<file path="config.mk">
export PLATFORM = sky130hd
export DESIGN_NAME = ucb_ram
export DESIGN_NICKNAME = d
export VERILOG_FILES = /design/src/ucb_peer_selector_with_breaker_unit_macros.svh /design/src/ucb_ram.sv
export SDC_FILE = /design/constraint.sdc
export NUM_CORES = 1
export LEC_CHECK = 0
export BUFFER_PORTS_ARGS = -buffer_cell sky130_fd_sc_hd__clkbuf_2
export CAP_MARGIN = 0
export CORE_MARGIN = 10
export CORE_UTILIZATION = 55
export CTS_CLUSTER_SIZE = 28
export DETAILED_ROUTE_END_ITERATION = 8
export GPL_ROUTABILITY_DRIVEN = 0
export GPL_TIMING_DRIVEN = 0
export PLACE_DENSITY = 0.75
export RECOVER_POWER = 25
export SKIP_CTS_REPAIR_TIMING = 1
export SYNTH_ARGS = -nofsm -noshare
export SYNTH_HDL_FRONTEND = slang
export SYNTH_SLANG_ARGS = --single-unit
</file>
<file path="constraint.sdc">
create_clock -name clk_i -period 2.6 [get_ports clk_i]
set_input_delay 0.65 -clock clk_i [delete_from_list [all_inputs] [get_ports clk_i]]
set_output_delay 0.65 -clock clk_i [all_outputs]
set_load 0.01 [all_outputs]
</file>
<file path="src/ucb_peer_selector_with_breaker_unit_macros.svh">
// Assertion macros shared by the peer selector RTL.
`ifndef UCB_PEER_SELECTOR_WITH_BREAKER_UNIT_MACROS_SVH
`define UCB_PEER_SELECTOR_WITH_BREAKER_UNIT_MACROS_SVH
`ifndef NO_ASSERTIONS
`define UCB_ASSERT(lbl, prop, msg) \
  lbl: assert property (@(posedge clk_i) disable iff (!rst_ni) (prop)) else $error(msg);
`define UCB_ASSERT_NEXT(lbl, pre, post, msg) \
  lbl: assert property (@(posedge clk_i) disable iff (!rst_ni) (pre) |=> (post)) \
    else $error(msg);
`else
`define UCB_ASSERT(lbl, prop, msg)
`define UCB_ASSERT_NEXT(lbl, pre, post, msg)
`endif
`endif

</file>
<file path="src/ucb_ram.sv">
// Generic single-port-write, registered-read RAM.
module ucb_ram #(
  parameter int unsigned WIDTH = 8,
  parameter int unsigned DEPTH = 32
) (
  input  logic                                    clk_i,
  input  logic                                    we_i,
  input  logic [(DEPTH > 1 ? $clog2(DEPTH) : 1)-1:0] waddr_i,
  input  logic [WIDTH-1:0]                        wdata_i,
  input  logic                                    re_i,
  input  logic [(DEPTH > 1 ? $clog2(DEPTH) : 1)-1:0] raddr_i,
  output logic [WIDTH-1:0]                        rdata_o
);
  logic [WIDTH-1:0] mem_q [DEPTH];

  always_ff @(posedge clk_i) begin
    if (we_i) begin
      mem_q[waddr_i] <= wdata_i;
    end
    if (re_i) begin
      rdata_o <= mem_q[raddr_i];
    end
  end
endmodule

</file>
==> flow_metrics.tcl <==
set metrics [dict create \
    skew_ns 0.0176 \
    final-hold-violation-count 0 \
    syn_nets 438 \
    rows 49 \
    tightest_slew_ns 1.44 \
    placed_cells 669 \
    synth_mux_area_frac 0.187 \
    antenna_left 0 \
    vias 4467 \
    timing.final.crit_share 0.956 \
    ys_warn_count 0 \
    synth_compound_area_frac 0 \
    routed_wl_mm 19.7 \
    drv_cap 0 \
    regToRegEndpoint "rdata_o[4]$_DFFE_PP_" \
    routed.top_layer "met4" \
    syn_avg_cell_area_sq_um 24.3 \
    clockBufferDepth 3 \
    hpwl_mm 12.6 \
    grt_setup_unrepaired "false" \
    critPathKind "in2reg" \
    cp.arrival_ns 2.75 \
    relSlewSlack 0.0381 \
    nets 488 \
    synth_adder_area_share 0 \
    synthCells 417 \
    io_pins 29 \
    ys_seq_area_frac 0.782 \
    synth_top_family_by_area "multiplexers" \
    crit_start "raddr_i[2]" \
    pre_cts_slack_ns -0.715 \
    setup_violations 0 \
    fillers 1234 \
    core_area_sq_um 18000 \
    drc 0 \
    whs_path_depth 1 \
    worst_r2r_path_depth 3 \
    finalMaxSlewViolations 0 \
    grtUsageTotal 0.165 \
    met1Wirelength_mm 8.00 \
    fin_cells 714 \
    overflow 0 \
    avgViaCountPerCell 6.26 \
    final_core_util 0.626 \
    fmax_ghz 0.403 \
    cts_tree "done" \
    drive_gt1_frac 0.315 \
    grt_pass1_wl_mm 29.9 \
    dr_wl_met2_mm 9.33 \
    p_total_w 0.00854 \
    power_density_nw_per_um2 757 \
    synthesis.area_sq_um 10100 \
    portBuffers 23 \
    worstSkewPairLatency_ns 0.52 \
    placed_area_sq_um 10500 \
    period_minus_slack_ns 2.48 \
    slowest_delay_ns 0.53 \
    vdd_drop_max_uv 533 \
    worst_slack_ns 0.116 \
    cp_data_required_time_ns 2.87 \
    die_h_microns 156 \
    grt_max_degree 33 \
    slowest_stage "mux4_2" \
    cp-end-kind "register" \
    dieWidth_microns 156 \
    met3WireLength_mm 1.82 \
    min-delay-start "re_i" \
    grt_pass1_vias 4714 \
    reg2reg_from "mem_q[28][4]$_DFFE_PP_" \
    clkSinkCount 264 \
    syn_to_final_growth_pct 11.3 \
    p_leak_nw 3.48 \
    design_area_sq_um 11300 \
    wire_per_inst_microns 27.5 \
    die_area_sq_um 24300 \
    drt_iter0_drc 417 \
    cts.htree.levels 1 \
    min_path_type "in2reg" \
    cts_root_buffer "clkbuf_16" \
    diodes 0 \
    critPathMostFrequentCell "mux4_2" \
    synthXorXnorAreaFrac 0 \
    first_pass_iters 4 \
    crit_path_max_fanout 10 \
    crit_path_end "rdata_o[3]$_DFFE_PP_" \
    antenna_found_initial 0 \
    path_cells "clkbuf_1, clkbuf_2, mux4_2, mux4_2, mux2_2" \
    clkTransAtPathRegs_ns 0.06 \
    status "complete, no violations" \
    cts-buffers-inserted 25 \
    ys_ff_latch 264 \
    worst-r2r-setup-slack_ns 0.64 \
    cp-start-kind "input pin" \
    synth_simple_gate_area_frac 0.0205 \
    yosys.cell_types.count 14 \
    initial_core_util 0.562 \
]
==> where the power goes <==
group	total (W)	internal [W]	switching (W)
registers	0.00477	0.00475	0.0000142
logic	0.000442	0.000188	0.000254
clock network	0.00333	0.00187	0.00147
==> how the worst min path moves through the flow <==
stage,slack (ns),endpoint
6_report,0.60,rdata_o[4]$_DFFE_PP_
5_1_grt,0.61,rdata_o[5]$_DFFE_PP_
4_1_cts,0.53,rdata_o[6]$_DFFE_PP_
3_5_place_dp,0.98,rdata_o[2]$_DFFE_PP_
3_3_place_gp,0.97,rdata_o[2]$_DFFE_PP_
2_1_floorplan,0.75,mem_q[0][0]$_DFFE_PP_
==> cell usage in the layout (no fill, tap or decap), drive strengths merged, types with 2 or more instances in the layout <==
cell type / n
mux4: 80
edfxtp: 264
buf: 11
nand3b: 5
clkbuf: 63
nor2: 33
or3b: 3
clkinv: 11
nand3: 2
mux2: 8
==> state kept, by name, summed over array words and instances (netlist names) <==
register,count
mem_q,256
rdata_o,8
==> final cells by class <==
cell class	count	area (sq um)	share of cell area
clock buffer	31	648	0.0575
multi-input combinational	133	2100	0.186
sequential	264	7930	0.703
tap	229	287	0.0254
timing repair buffer	23	106	0.00943
clock inverter	14	96.3	0.00854
buffer	20	114	0.0101
==> per-stage QoR <==
stage	setup TNS, ns	hold slack (ns)
floorplan	0	0.749
global placement	-5.15	0.972
detailed placement	-5.28	0.981
CTS	-1.02	0.527
global route	0	0.612
finish	0	0.597
==> synthesized netlist by cell type <==
library cell  count  area, sq um
buf_6             1         11.3
mux4_2           80         1800
nor2_1           33          124
or3_1             1         6.26
nand2_1           1         3.75
edfxtp_1        264         7930
nand3b_1          5         37.5
clkbuf_1          6         22.5
or3b_2            3         26.3
mux2_2            8         90.1
buf_2             1         5.00
buf_1             6         22.5
nand3_1           2         10.0
buf_4             6         45.0
==> critical path: cells and delay by family <==
kind / cells / cell delay, ns
buf+inv: 2 / 0.85
mux: 3 / 1.24
==> logic make-up after synthesis <==
kind of cell / count (synthesis)
DFF: 264
muxes: 88
and+or+nand+nor: 45
buffers and inverters: 20
==> routing by layer <==
layer	vias to the layer above	global-route usage
met1	2354	0.229
met3	36	0.0449
li1	1888	-
met2	189	0.254
met4	0	0.0477
met5	-	0
No activity file was read; power rests on OpenSTA's default activity.
