File: src/ucb_peer_selector_with_breaker_unit_macros.svh
// Assertion macros shared by the peer selector RTL.
`ifndef UCB_PEER_SELECTOR_WITH_BREAKER_UNIT_MACROS_SVH
`define UCB_PEER_SELECTOR_WITH_BREAKER_UNIT_MACROS_SVH
`ifndef NO_ASSERTIONS
`define UCB_ASSERT(lbl, prop, msg) \
  lbl: assert property (@(posedge clk_i) disable iff (!rst_ni) (prop)) else $error(msg);
`define UCB_ASSERT_NEXT(lbl, pre, post, msg) \
  lbl: assert property (@(posedge clk_i) disable iff (!rst_ni) (pre) |=> (post)) \
    else $error(msg);
`else
`define UCB_ASSERT(lbl, prop, msg)
`define UCB_ASSERT_NEXT(lbl, pre, post, msg)
`endif
`endif

File: src/ucb_pkg.sv
// Shared types and constants of the peer selector.
package ucb_pkg;
  localparam int unsigned MAX_PEERS_DEF = 32;
  localparam int unsigned RTT_W  = 24;
  localparam int unsigned SUCC_W = 17;
  localparam int unsigned INFL_W = 8;
  localparam int unsigned STRK_W = 8;
  localparam int unsigned CALL_W = 32;
  localparam int unsigned TRIP_W = 32;
  localparam int unsigned LNQ_W  = 16;
  localparam int unsigned SQRT_W = 24;
  localparam int unsigned ROOT_W = 12;
  localparam int unsigned SCORE_W = 30;
  localparam int unsigned ES_W   = 24;
  localparam int unsigned CFG_IDX_W  = 2;
  localparam int unsigned CFG_DATA_W = 24;

  localparam logic [23:0] LN2_Q24     = 24'd11629080;
  localparam logic [23:0] RTT_EMPTY   = 24'd25600;
  localparam logic [16:0] SUCC_ONE    = 17'd65536;
  localparam logic [31:0] DIV10_RECIP = 32'hCCCCCCCD;

  typedef enum logic [CFG_IDX_W-1:0] {
    REG_PEER_COUNT       = 2'd0,
    REG_IN_FLIGHT_LIMIT  = 2'd1,
    REG_EXPLORE_STRENGTH = 2'd2
  } cfg_reg_e;

  typedef struct packed {
    logic [TRIP_W-1:0] trip;
    logic [CALL_W-1:0] calls;
    logic [STRK_W-1:0] streak;
    logic [INFL_W-1:0] infl;
    logic [SUCC_W-1:0] succ;
    logic [RTT_W-1:0]  rtt;
  } entry_t;

  localparam entry_t ENTRY_RESET = '{trip: '0, calls: '0, streak: '0, infl: '0,
                                     succ: SUCC_ONE, rtt: '0};

  // Handshake between the sequencer and an iterative unit.
  typedef struct packed {
    logic start;
  } unit_req_t;

  typedef struct packed {
    logic busy;
    logic done;
  } unit_stat_t;
endpackage

File: src/ucb_score.sv
// Iterative score of one peer: base cost minus the exploration bonus.
module ucb_score (
  input  logic                               clk_i,
  input  logic                               rst_ni,
  input  ucb_pkg::unit_req_t                 req_i,
  input  ucb_pkg::entry_t                    ent_i,
  input  logic [ucb_pkg::LNQ_W-1:0]          lnq_i,
  input  logic [ucb_pkg::ES_W-1:0]           explore_i,
  output ucb_pkg::unit_stat_t                stat_o,
  output logic signed [ucb_pkg::SCORE_W-1:0] score_o
);
  import ucb_pkg::*;

  typedef enum logic [1:0] {C_IDLE, C_DIV, C_SQRT, C_MUL} sc_state_e;

  sc_state_e         state_q;
  logic [3:0]        cnt_q;
  logic [LNQ_W-1:0]  dvd_q;
  logic [LNQ_W:0]    rem_q;
  logic [32:0]       dsr_q;
  logic [SQRT_W-1:0] v_q;
  logic [SQRT_W-1:0] res_q;
  logic [SQRT_W-1:0] bit_q;
  logic [26:0]       base_q;
  logic              done_q;
  logic signed [SCORE_W-1:0] score_q;

  logic [RTT_W-1:0]  rtt_eff;
  logic [SUCC_W-1:0] sr;
  logic [29:0]       fail_cost;
  logic [23:0]       load_cost;
  logic [26:0]       base_d;
  logic [LNQ_W:0]    r_sh;
  logic              ge;
  logic [SQRT_W-1:0] rb;
  logic [35:0]       bonus_p;

  always_comb begin
    rtt_eff   = (ent_i.rtt == '0) ? RTT_EMPTY : ent_i.rtt;
    sr        = (ent_i.succ > SUCC_ONE) ? SUCC_ONE : ent_i.succ;
    fail_cost = 30'(SUCC_ONE - sr) * 30'd5000;
    load_cost = 24'(ent_i.infl) * 24'd51200;
    base_d    = 27'(rtt_eff) + 27'(fail_cost >> 8) + 27'(load_cost);
    r_sh      = {rem_q[LNQ_W-1:0], dvd_q[LNQ_W-1]};
    ge        = (33'(r_sh) >= dsr_q);
    rb        = res_q + bit_q;
    bonus_p   = 36'(explore_i) * 36'(res_q[ROOT_W-1:0]);
  end

  always_ff @(posedge clk_i or negedge rst_ni) begin
    if (!rst_ni) begin
      state_q <= C_IDLE;
      done_q  <= 1'b0;
      cnt_q   <= '0;
      dvd_q   <= '0;
      rem_q   <= '0;
      dsr_q   <= '0;
      v_q     <= '0;
      res_q   <= '0;
      bit_q   <= '0;
      base_q  <= '0;
      score_q <= '0;
    end else begin
      done_q <= 1'b0;
      unique case (state_q)
        C_IDLE: begin
          if (req_i.start) begin
            base_q  <= base_d;
            dvd_q   <= lnq_i;
            rem_q   <= '0;
            dsr_q   <= 33'(ent_i.calls) + 33'd1;
            cnt_q   <= 4'd15;
            state_q <= C_DIV;
          end
        end
        C_DIV: begin
          // Restoring division, one quotient bit per cycle.
          rem_q <= ge ? (r_sh - dsr_q[LNQ_W:0]) : r_sh;
          dvd_q <= {dvd_q[LNQ_W-2:0], ge};
          cnt_q <= cnt_q - 4'd1;
          if (cnt_q == '0) begin
            state_q <= C_SQRT;
          end
        end
        C_SQRT: begin
          if (cnt_q == 4'd15) begin
            v_q   <= {dvd_q, 8'd0};
            res_q <= '0;
            bit_q <= SQRT_W'(1) << (SQRT_W - 2);
            cnt_q <= 4'd11;
          end else begin
            if (v_q >= rb) begin
              v_q   <= v_q - rb;
              res_q <= (res_q >> 1) + bit_q;
            end else begin
              res_q <= res_q >> 1;
            end
            bit_q <= bit_q >> 2;
            cnt_q <= cnt_q - 4'd1;
            if (cnt_q == '0) begin
              state_q <= C_MUL;
            end
          end
        end
        C_MUL: begin
          score_q <= $signed(SCORE_W'(base_q)) - $signed(SCORE_W'(bonus_p >> 8));
          done_q  <= 1'b1;
          state_q <= C_IDLE;
        end
        default: state_q <= C_IDLE;
      endcase
    end
  end

  assign score_o     = score_q;
  assign stat_o.done = done_q;
  assign stat_o.busy = (state_q != C_IDLE);
endmodule
File: config.mk
export PLATFORM = sky130hd
export DESIGN_NAME = ucb_score
export DESIGN_NICKNAME = d
export VERILOG_FILES = /design/src/ucb_peer_selector_with_breaker_unit_macros.svh /design/src/ucb_pkg.sv /design/src/ucb_score.sv
export SDC_FILE = /design/constraint.sdc
export NUM_CORES = 2
export LEC_CHECK = 0
export ABC_AREA = 1
export BUFFER_PORTS_ARGS = -buffer_cell sky130_fd_sc_hd__buf_4
export CAP_MARGIN = 20
export CORE_ASPECT_RATIO = 2
export CORE_MARGIN = 2
export CORE_UTILIZATION = 58
export DETAILED_ROUTE_END_ITERATION = 6
export PLACE_DENSITY_LB_ADDON = 0.2
export SLEW_MARGIN = 20
export SYNTH_ARGS = -nofsm -noshare
export SYNTH_HDL_FRONTEND = slang
export SYNTH_SLANG_ARGS = --single-unit
export TNS_END_PERCENT = 20
File: constraint.sdc
create_clock -name clk_i -period 6.5 [get_ports clk_i]
set_input_delay 1.625 -clock clk_i [delete_from_list [all_inputs] [get_ports clk_i]]
set_output_delay 1.625 -clock clk_i [all_outputs]
set_load 0.005 [all_outputs]
==> reports/qor.csv <==
metric;value;unit
status;complete, but fails checks;
violations in the final reports;capacitance limit, slew limit, setup timing;
CP Capture Type;flip-flop;
Final GP Congestion;1.035;
worst reg2reg setup slack;-220;ps
Peak Freq;120.4;MHz
Syn Area/Cell;7.266;µm²
largest net degree at the start of global routing;105;
# port buffers;155;
hold endpoint;v_q[5]$_DFFE_PN0P_;
layout cell share with drive strength beyond 1;24.33;%
Slew @ Worst Pin;1866;ps
Fin Clk Skew;14.80;ps
DRC Markers;0;
DR vias/cell;5.767;
I/O pins;196;
Syn. warnings;0;
starting density of the core;58.59;%
met2 usage;70.22;%
Yosys top cell by area;fa_1;
hold depth;2;
Final min period;8305;ps
cell area after layout;37890;µm²
final worst slack;-1805;ps
met1 Usage GRT;35.19;%
HPWL Detailed;77.34;mm
CP peak stage delay;570;ps
met3 usage;5.910;%
Chip Height;321.6;µm
Worst Reg-to-Reg Cells;26;
crit start category;input pin;
critical path's slowest cell;fa_1;
commonest register cell after synthesis;dfrtp_1;
final cell count without fillers;5278;
vias in the first global route;31450;
global route total overflow;0;
Hold Vio Cnt, Final;0;
share of Yosys cell area claimed by the top area cell type;18.89;%
Post-DRT Antenna Nets;0;
FF-to-FF Start;res_q[4]$_DFFE_PN0P_;
WS Path Type;input pin to flip-flop;
Std-Cell Core Area;49930;µm²
CP dominant cell by count;nand2_4;
cell area after placement;35000;µm²
worst-path fanout max;5;
die area;52360;µm²
Worst EP required;6890;ps
Layout Utilization;75.88;%
fin crit share;127.8;%
asr flop ratio synth;100.0;%
WL/cell;19.63;µm
final wirelength;103.6;mm
top cells by area, synth;fa_1, dfrtp_1, ha_1;
grt peak-use layer;met2;
clock latency on the worst-skew pair;480;ps
1st-pass router iterations;6;
Hold Startpoint;v_q[5]$_DFFE_PN0P_;
slew margin rel.;-25.58;%
crit path DAT;8700;ps
Max Slew Vio Count;2;
RSZ-0062 raised after global routing;true;
EDFF count, synth;0;
clock transition at the registers of the reported paths;80;ps
CTS root buf;clkbuf_16;
via count;30440;
Area Overhead vs Synth;29.52;%
hold crit path type;flip-flop to flip-flop;
CTS HTree Levels;4;
FP Rows;116;
synthesized flop and latch total;187;
initial antenna violation count;8;
Yosys cell types;66;
Post-Syn Area;29250;µm²
layout net count;5361;
Clock Path Buffers;2;
WHS;492.8;ps
# placed instances;5191;
# setup viols final;46;
FF-to-FF End;score_o[23]$_DFFE_PN0P_;
sequential area share after synthesis;16.00;%
CTS buffer count;17;
Max-cap violations;1;
clk sinks;187;
CTS tree;built;
First DRT Iteration DRCs;1685;
Chip Width;162.8;µm
gr usage total;37.62;%
cell count after synthesis;4026;
first-pass GRT wire length;154.1;mm
## Yosys cell counts, types with 4 or more instances
| cell | number |
|---|---|
| o21a_1 | 5 |
| nor3_2 | 4 |
| buf_2 | 8 |
| buf_6 | 4 |
| fa_1 | 276 |
| xnor2_1 | 77 |
| nand2_1 | 1017 |
| o21ai_0 | 216 |
| nand2_2 | 9 |
| buf_1 | 14 |
| o21ai_1 | 16 |
| a21oi_1 | 210 |
| o31ai_1 | 6 |
| nor2_1 | 210 |
| dfrtp_1 | 187 |
| xor2_1 | 82 |
| nor4_1 | 17 |
| or2_2 | 25 |
| nand4_1 | 51 |
| buf_4 | 6 |
| o211ai_2 | 6 |
| nand3_1 | 166 |
| nand3b_1 | 6 |
| o21ai_2 | 4 |
| a31oi_1 | 27 |
| clkbuf_1 | 93 |
| o22ai_1 | 24 |
| nand2_4 | 5 |
| a21o_1 | 26 |
| a22oi_1 | 5 |
| nor2_2 | 7 |
| a221oi_1 | 5 |
| inv_1 | 733 |
| a31o_2 | 9 |
| a21boi_0 | 6 |
| ha_1 | 311 |
| o21bai_1 | 27 |
| inv_2 | 7 |
| nor3_1 | 45 |
| a211oi_1 | 8 |
| o211ai_1 | 24 |
## per-stage QoR
step / setup slack [ps] / TNS (ps)
after global placement: -2190 / -68050
after CTS: -1301 / -33520
after floorplan: -1571 / -39330
after detailed placement: -2328 / -71540
final: -1805 / -46090
after global routing: -2010 / -56680
## sequential cells by signal, summed over array words and instances (netlist names)
name	cells
cnt_q	4
rem_q	16
done_q	1
state_q	2
score_o	29
base_q	26
bit_q	12
v_q	24
dvd_q	16
dsr_q	33
res_q	24
## per-layer routing
layer  vias up  share of wire (%)
met4         2                 11
li1      13950                  -
met5         -              0.012
met2      1290                 52
met3       664                6.2
met1     14540                 31
## critical path, delay by kind of cell
| family | cells | cell delay [ps] |
|---|---|---|
| adder cells (fa/ha/maj) | 9 | 3300 |
| AND/OR/NAND/NOR | 18 | 1860 |
| buffers and inverters | 10 | 860 |
| AO/OA/AOI/OAI | 3 | 520 |
| XOR/XNOR | 3 | 500 |
## area by class of cell
type,count,area [µm²]
fill,3678,12040
inverter,742,2793
antenna,6,15.01
sequential,187,4679
timing repair buffer,677,5396
clock inverter,14,221.5
tap,649,812.0
multi-input combinational,2985,23530
clock buffer,18,439.2
## cells in the final DEF, fill, tap and decap left out, types with 15 or more instances in the layout
cell and instances:
a21o_1 26, a21oi_1 150, a21oi_2 53, a31oi_1 23, buf_12 15, buf_4 630, buf_6 30, clkbuf_16 17
dfrtp_1 187, fa_1 275, ha_1 253, ha_4 56, inv_1 703, inv_2 34, nand2_1 968, nand2_2 37
nand2_4 26, nand3_1 148, nand3_2 15, nand4_1 51, nor2_1 186, nor2_2 15, nor2_4 16, nor3_1 37
o211ai_1 24, o21ai_0 185, o21ai_1 29, o21ai_2 17, o21bai_1 20, o22ai_1 24, or2_2 23, xnor2_1 60
xor2_1 73
## cell families (layout without fill, tap and decap cells)
logic type | after synthesis | after routing | share of synthesized area, %
adders and majority gates | 587 | 587 | 32.19
AOI/OAI and AO/OA | 638 | 638 | 12.66
xor gates and xnor gates | 164 | 164 | 5.077
buffers and inverters | 867 | 1451 | 11.34
DFF | 187 | 187 | 16.00
and+or+nand+nor | 1581 | 1582 | 22.72
other | 2 | 20 | 0.02567
## worst max-delay path by stage
| stage | from | end | slack (ps) | cells after the start |
|---|---|---|---|---|
| final | ent_i[24] | base_q[24]$_DFFE_PN0P_ | -1800 | 43 |
| after global placement | ent_i[33] | base_q[25]$_DFFE_PN0P_ | -2190 | 38 |
| after floorplan | ent_i[24] | base_q[25]$_DFFE_PN0P_ | -1570 | 42 |
| after global routing | ent_i[24] | base_q[20]$_DFFE_PN0P_ | -2010 | 43 |
| after detailed placement | ent_i[33] | base_q[21]$_DFFE_PN0P_ | -2330 | 38 |
| after CTS | ent_i[33] | base_q[24]$_DFFE_PN0P_ | -1300 | 41 |
## repair_timing
item,4_1_cts,5_1_grt
setup endpoints to repair,47,48
gates cloned,1,0
pin swaps,110,94
hold buffers,0,0
gates resized for setup,218,171
buffers inserted,29,20
Power is not shown: default switching activity piles up to over one toggle a cycle in this logic, so the estimate is an artifact.
