**src/ucb_peer_selector_with_breaker_unit_macros.svh**
```systemverilog
// Assertion macros shared by the peer selector RTL.
`ifndef UCB_PEER_SELECTOR_WITH_BREAKER_UNIT_MACROS_SVH
`define UCB_PEER_SELECTOR_WITH_BREAKER_UNIT_MACROS_SVH
`ifndef NO_ASSERTIONS
`define UCB_ASSERT(lbl, prop, msg) \
  lbl: assert property (@(posedge clk_i) disable iff (!rst_ni) (prop)) else $error(msg);
`define UCB_ASSERT_NEXT(lbl, pre, post, msg) \
  lbl: assert property (@(posedge clk_i) disable iff (!rst_ni) (pre) |=> (post)) \
    else $error(msg);
`else
`define UCB_ASSERT(lbl, prop, msg)
`define UCB_ASSERT_NEXT(lbl, pre, post, msg)
`endif
`endif

```
**src/ucb_pkg.sv**
```systemverilog
// Shared types and constants of the peer selector.
package ucb_pkg;
  localparam int unsigned MAX_PEERS_DEF = 32;
  localparam int unsigned RTT_W  = 24;
  localparam int unsigned SUCC_W = 17;
  localparam int unsigned INFL_W = 8;
  localparam int unsigned STRK_W = 8;
  localparam int unsigned CALL_W = 32;
  localparam int unsigned TRIP_W = 32;
  localparam int unsigned LNQ_W  = 16;
  localparam int unsigned SQRT_W = 24;
  localparam int unsigned ROOT_W = 12;
  localparam int unsigned SCORE_W = 30;
  localparam int unsigned ES_W   = 24;
  localparam int unsigned CFG_IDX_W  = 2;
  localparam int unsigned CFG_DATA_W = 24;

  localparam logic [23:0] LN2_Q24     = 24'd11629080;
  localparam logic [23:0] RTT_EMPTY   = 24'd25600;
  localparam logic [16:0] SUCC_ONE    = 17'd65536;
  localparam logic [31:0] DIV10_RECIP = 32'hCCCCCCCD;

  typedef enum logic [CFG_IDX_W-1:0] {
    REG_PEER_COUNT       = 2'd0,
    REG_IN_FLIGHT_LIMIT  = 2'd1,
    REG_EXPLORE_STRENGTH = 2'd2
  } cfg_reg_e;

  typedef struct packed {
    logic [TRIP_W-1:0] trip;
    logic [CALL_W-1:0] calls;
    logic [STRK_W-1:0] streak;
    logic [INFL_W-1:0] infl;
    logic [SUCC_W-1:0] succ;
    logic [RTT_W-1:0]  rtt;
  } entry_t;

  localparam entry_t ENTRY_RESET = '{trip: '0, calls: '0, streak: '0, infl: '0,
                                     succ: SUCC_ONE, rtt: '0};

  // Handshake between the sequencer and an iterative unit.
  typedef struct packed {
    logic start;
  } unit_req_t;

  typedef struct packed {
    logic busy;
    logic done;
  } unit_stat_t;
endpackage

```
**src/ucb_ln.sv**
```systemverilog
// Iterative natural logarithm, floor(ln(x + 1) * 256), by normalize and square.
module ucb_ln (
  input  logic                         clk_i,
  input  logic                         rst_ni,
  input  ucb_pkg::unit_req_t           req_i,
  input  logic [31:0]                  x_i,
  output ucb_pkg::unit_stat_t          stat_o,
  output logic [ucb_pkg::LNQ_W-1:0]    lnq_o
);
  import ucb_pkg::*;

  typedef enum logic [2:0] {L_IDLE, L_NORM, L_SQ, L_MLO, L_MHI} ln_state_e;

  ln_state_e   state_q;
  logic [32:0] m_q;
  logic [31:0] mant_q;
  logic [5:0]  k_q;
  logic [29:0] frac_q;
  logic [4:0]  i_q;
  logic [41:0] plo_q;
  logic        done_q;
  logic [LNQ_W-1:0] lnq_q;

  logic [63:0] sq;
  logic [32:0] sq_t;
  logic [35:0] lg;
  logic [42:0] phi;

  always_comb begin
    sq   = 64'(mant_q) * 64'(mant_q);
    sq_t = sq[63:31];
    lg   = {k_q, frac_q};
    phi  = 43'(lg[35:18] * LN2_Q24) + 43'(plo_q[41:18]);
  end

  always_ff @(posedge clk_i or negedge rst_ni) begin
    if (!rst_ni) begin
      state_q <= L_IDLE;
      done_q  <= 1'b0;
      m_q     <= '0;
      mant_q  <= '0;
      k_q     <= '0;
      frac_q  <= '0;
      i_q     <= '0;
      plo_q   <= '0;
      lnq_q   <= '0;
    end else begin
      done_q <= 1'b0;
      unique case (state_q)
        L_IDLE: begin
          if (req_i.start) begin
            m_q     <= 33'(x_i) + 33'd1;
            k_q     <= 6'd32;
            frac_q  <= '0;
            state_q <= L_NORM;
          end
        end
        L_NORM: begin
          // Shift until the leading one sits at the top, counting the exponent down.
          if (m_q[32]) begin
            mant_q  <= m_q[32:1];
            i_q     <= '0;
            state_q <= L_SQ;
          end else begin
            m_q <= {m_q[31:0], 1'b0};
            k_q <= k_q - 6'd1;
          end
        end
        L_SQ: begin
          if (sq_t[32]) begin
            mant_q <= sq_t[32:1];
            frac_q[5'(5'd29 - i_q)] <= 1'b1;
          end else begin
            mant_q <= sq_t[31:0];
          end
          i_q <= i_q + 5'd1;
          if (i_q == 5'd29) begin
            state_q <= L_MLO;
          end
        end
        L_MLO: begin
          plo_q   <= 42'(lg[17:0] * LN2_Q24);
          state_q <= L_MHI;
        end
        L_MHI: begin
          lnq_q   <= LNQ_W'(phi >> 28);
          done_q  <= 1'b1;
          state_q <= L_IDLE;
        end
        default: state_q <= L_IDLE;
      endcase
    end
  end

  assign lnq_o       = lnq_q;
  assign stat_o.done = done_q;
  assign stat_o.busy = (state_q != L_IDLE);
endmodule

```
**config.mk**
```make
export PLATFORM = sky130hd
export DESIGN_NAME = ucb_ln
export DESIGN_NICKNAME = d
export VERILOG_FILES = /design/src/ucb_peer_selector_with_breaker_unit_macros.svh /design/src/ucb_pkg.sv /design/src/ucb_ln.sv
export SDC_FILE = /design/constraint.sdc
export NUM_CORES = 2
export LEC_CHECK = 0
export ABC_CLOCK_PERIOD_IN_PS = 9400
export BUFFER_PORTS_ARGS = -buffer_cell sky130_fd_sc_hd__buf_2
export CORE_ASPECT_RATIO = 0.7
export CORE_UTILIZATION = 55
export DETAILED_ROUTE_END_ITERATION = 10
export PLACE_DENSITY = 0.71
export SLEW_MARGIN = 10
export SYNTH_ARGS = -nofsm -noshare
export SYNTH_HDL_FRONTEND = slang
export SYNTH_SLANG_ARGS = --single-unit
```
**constraint.sdc**
```tcl
create_clock -name clk_i -period 9.4 [get_ports clk_i]
set_input_delay 0.47 -clock clk_i [delete_from_list [all_inputs] [get_ports clk_i]]
set_output_delay 0.47 -clock clk_i [all_outputs]
set_load 0.05 [all_outputs]
```
==> impl_metrics.prom <==
# TYPE chip_impl_metric gauge
chip_impl_info{name="cts_root_buffer",value="clkbuf_16"} 1
chip_impl_metric{name="grt_util_all_layers",unit="%"} 30.04
chip_impl_metric{name="ctsHoldBuffers",unit=""} 0
chip_impl_metric{name="yosysSeqAreaShare",unit="%"} 7.542
chip_impl_metric{name="layoutNonFillerInstCount",unit=""} 6251
chip_impl_metric{name="antenna_violations_before_repair",unit=""} 5
chip_impl_info{name="synth_top_cell_by_area",value="fa_1"} 1
chip_impl_metric{name="critical_path_arrival",unit="ps"} 9430
chip_impl_metric{name="met3_length",unit="um"} 14070
chip_impl_metric{name="postRouteAntennaNets",unit=""} 0
chip_impl_metric{name="grt-ovfl-total",unit=""} 0
chip_impl_metric{name="min_period_over_period",unit="%"} 96.73
chip_impl_metric{name="wl_per_cell",unit="um"} 20.51
chip_impl_info{name="endpoint_kind",value="flop"} 1
chip_impl_metric{name="number_of_instances_in_the_synthesized_netlist",unit=""} 5116
chip_impl_metric{name="fin_worst_skew",unit="ps"} 15.98
chip_impl_metric{name="tightestPinTransition",unit="ps"} 1328
chip_impl_metric{name="std_cell_rows",unit=""} 90
chip_impl_metric{name="clkLatencyLatePin",unit="ps"} 450
chip_impl_metric{name="grt_pass1_vias",unit=""} 36599
chip_impl_metric{name="cts-buffers-inserted",unit=""} 17
chip_impl_metric{name="length_of_the_first_detailed_routing_pass_in_iterations",unit=""} 6
chip_impl_info{name="synth.cells.most_frequent",value="inv_1, fa_1, ha_1"} 1
chip_impl_metric{name="wl_met2",unit="um"} 52200
chip_impl_info{name="routed.top_layer",value="met5"} 1
chip_impl_info{name="start_kind",value="flop"} 1
chip_impl_info{name="largest_cells_by_area_after_synthesis",value="fa_1, ha_1, inv_1, dfrtp_1, nand2_1"} 1
chip_impl_metric{name="dieArea",unit="mm2"} 0.08928
chip_impl_metric{name="yosys_warnings",unit=""} 0
chip_impl_metric{name="cp_required",unit="ps"} 9740
chip_impl_info{name="cts_tree",value="built"} 1
chip_impl_metric{name="synth.ff_latch_count",unit=""} 146
chip_impl_metric{name="clock.fmax",unit="MHz"} 110.0
chip_impl_metric{name="hpwl",unit="um"} 109700
chip_impl_metric{name="synth_area_per_cell",unit="um2"} 9.468
chip_impl_metric{name="met1Wirelength",unit="um"} 59290
chip_impl_info{name="critPathMostFrequentCell",value="fa_1"} 1
chip_impl_info{name="synth_most_common_cell",value="inv_1"} 1
chip_impl_info{name="hold_crit_class",value="input pin to asynchronous set/reset pin"} 1
chip_impl_info{name="worstSetupPathType",value="flop to flop"} 1
chip_impl_metric{name="r2r_setup_slack",unit="ps"} 310
chip_impl_metric{name="netlist-cell-type-count",unit=""} 88
chip_impl_metric{name="clock_edge_transition_at_the_registers_on_the_reported_setup_and_hold_paths",unit="ps"} 70
chip_impl_info{name="dominantRegCellSynth",value="dfrtp_1"} 1
chip_impl_info{name="status",value="finished, final reports clean"} 1
chip_impl_metric{name="share_of_post_route_cells_with_drive_strength_above_1",unit="%"} 3.983
chip_impl_metric{name="cp_num_buf_inv",unit=""} 5
chip_impl_metric{name="grt_start_max_net_pins",unit=""} 82
chip_impl_metric{name="final.setup.tns",unit="ps"} 0
chip_impl_metric{name="maxCapViolations",unit=""} 0
chip_impl_metric{name="core_area",unit="mm2"} 0.08671
chip_impl_metric{name="totalWireLength",unit="um"} 128200
chip_impl_metric{name="final_period_minus_worst_setup_slack",unit="ps"} 9093
chip_impl_metric{name="design.final.nets",unit=""} 6797
chip_impl_metric{name="slew_headroom",unit="%"} 11.47
chip_impl_info{name="cpMaxStageDelayCell",value="dfrtp_1"} 1
chip_impl_metric{name="place.port_buffers",unit=""} 51
chip_impl_metric{name="postSynth.asyncResetShare",unit="%"} 100.0
chip_impl_metric{name="clockBufferDepth",unit=""} 2
chip_impl_metric{name="finalHoldViolCount",unit=""} 0
chip_impl_info{name="rsz0062_at_grt",value="no"} 1
chip_impl_metric{name="violation_count_after_the_first_detailed_routing_iteration",unit=""} 2962
chip_impl_metric{name="initial_utilization",unit="%"} 55.86
chip_impl_metric{name="io-pin-count",unit=""} 53
chip_impl_metric{name="clock-sinks",unit=""} 146
chip_impl_metric{name="report.final.slew_viol_count",unit=""} 0
chip_impl_metric{name="final-setup-viol-count",unit=""} 0
chip_impl_metric{name="num_vias",unit=""} 34668
chip_impl_info{name="crit_family",value="adder cells"} 1
chip_impl_metric{name="synthToLayoutAreaGrowth",unit="%"} 4.494
chip_impl_metric{name="dieHeight",unit="um"} 250.3
chip_impl_metric{name="critPathMaxStageDelay",unit="ps"} 1230
chip_impl_metric{name="cts_repair_resize_count",unit=""} 0
chip_impl_metric{name="drcViolationCount",unit=""} 0
chip_impl_metric{name="gpl.final_weighted_congestion",unit=""} 0.9882
chip_impl_metric{name="mappedNetlistArea",unit="mm2"} 0.04844
chip_impl_metric{name="cts_setup_buffers",unit=""} 0
chip_impl_metric{name="dp.cells",unit=""} 6215
chip_impl_metric{name="vias_per_cell",unit=""} 5.546
chip_impl_metric{name="worst-path-max-fanout",unit=""} 23
chip_impl_metric{name="synth-edff-count",unit=""} 0
chip_impl_metric{name="synth_top_area_share",unit="%"} 41.41
chip_impl_metric{name="cts_htree_levels",unit=""} 4
chip_impl_metric{name="chipWidth",unit="um"} 356.7
chip_impl_metric{name="final_util",unit="%"} 58.38
chip_impl_metric{name="grt_pass1_wl",unit="um"} 207200
routing by layer:
metal	vias to the layer above	global-route usage (%)
li1	15668	-
met1	17429	46.19
met2	1421	42.21
met3	148	8.364
met4	2	5.751
met5	-	0
metrics by stage:
step | area (um2) | hold WS, ps | setup slack [ps]
2_1_floorplan | 48440 | 174.4 | 1722
3_3_place_gp | 50000 | 460.6 | 582.5
3_5_place_dp | 50000 | 467.8 | 528.0
4_1_cts | 50610 | 46.18 | 483.6
5_1_grt | 50610 | 69.63 | 29.77
6_report | 50620 | 33.15 | 307.5
cell families (layout without fill, tap and decap cells):
| family | after synthesis | in the layout | synth area share, % |
|---|---|---|---|
| other | 1 | 6 | 0.007742 |
| DFF | 146 | 146 | 7.542 |
| adders and majority gates | 1678 | 1678 | 58.87 |
| muxes | 24 | 24 | 0.5063 |
| xor gates and xnor gates | 177 | 177 | 3.255 |
| buffers and inverters | 1517 | 1497 | 11.83 |
| and+or+nand+nor | 976 | 976 | 9.945 |
| AOI/OAI and AO/OA | 597 | 597 | 8.046 |
cells in the final DEF, fill, tap and decap left out, types with 8 or more instances in the layout:
master | synthesis | layout
o31ai_1 | 10 | 10
buf_2 | 12 | 50
o211ai_1 | 23 | 23
a21oi_1 | 129 | 129
nand2b_1 | 11 | 11
nand2_1 | 404 | 404
nand3_1 | 60 | 60
mux2i_1 | 20 | 20
o21bai_1 | 19 | 19
o21a_1 | 15 | 15
or2_2 | 8 | 8
a21o_1 | 58 | 58
o21ai_0 | 147 | 147
nor3_1 | 21 | 21
dfrtp_1 | 146 | 146
nor2b_1 | 16 | 16
a31oi_1 | 18 | 18
and2_1 | 239 | 239
xor2_1 | 84 | 84
a22oi_1 | 39 | 39
and3_1 | 27 | 27
buf_4 | 5 | 69
a21boi_0 | 8 | 8
o22ai_1 | 22 | 22
inv_1 | 1341 | 1341
fa_1 | 1002 | 1002
ha_1 | 676 | 676
clkbuf_16 | 0 | 17
or3_1 | 12 | 12
nand4_1 | 34 | 34
a31o_2 | 16 | 16
and4_1 | 8 | 8
nor2_1 | 110 | 109
a211oi_1 | 16 | 16
xnor2_1 | 91 | 91
final cells by class:
type	instances	area [um2]
Antenna cell	4	10.01
Clock buffer	18	439.2
Clock inverter	14	166.4
Fill cell	7497	36090
Inverter	1344	5045
Multi-Input combinational cell	3454	39060
Sequential cell	146	3654
Tap cell	1150	1439
Timing Repair Buffer	121	799.5
worst paths after layout:
check                           from          to  depth (start not counted)
max in group asynchronous     rst_ni      i_q[0]                          2
max reg2reg                mant_q[7]  frac_q[23]                         25
min                           rst_ni      k_q[3]                          1
max                        mant_q[7]  frac_q[23]                         25
min in group clk_i            x_i[0]      m_q[0]                          2
min reg2reg                 lnq_o[7]    lnq_o[7]                          2
registers in the layout, indices dropped and copies added, names as in the netlist:
signal,count
done_q,1
frac_q,30
i_q,5
k_q,6
lnq_o,15
m_q,33
mant_q,32
plo_q,21
state_q,3
Power is not shown: default switching activity piles up to over one toggle a cycle in this logic, so the estimate is an artifact.
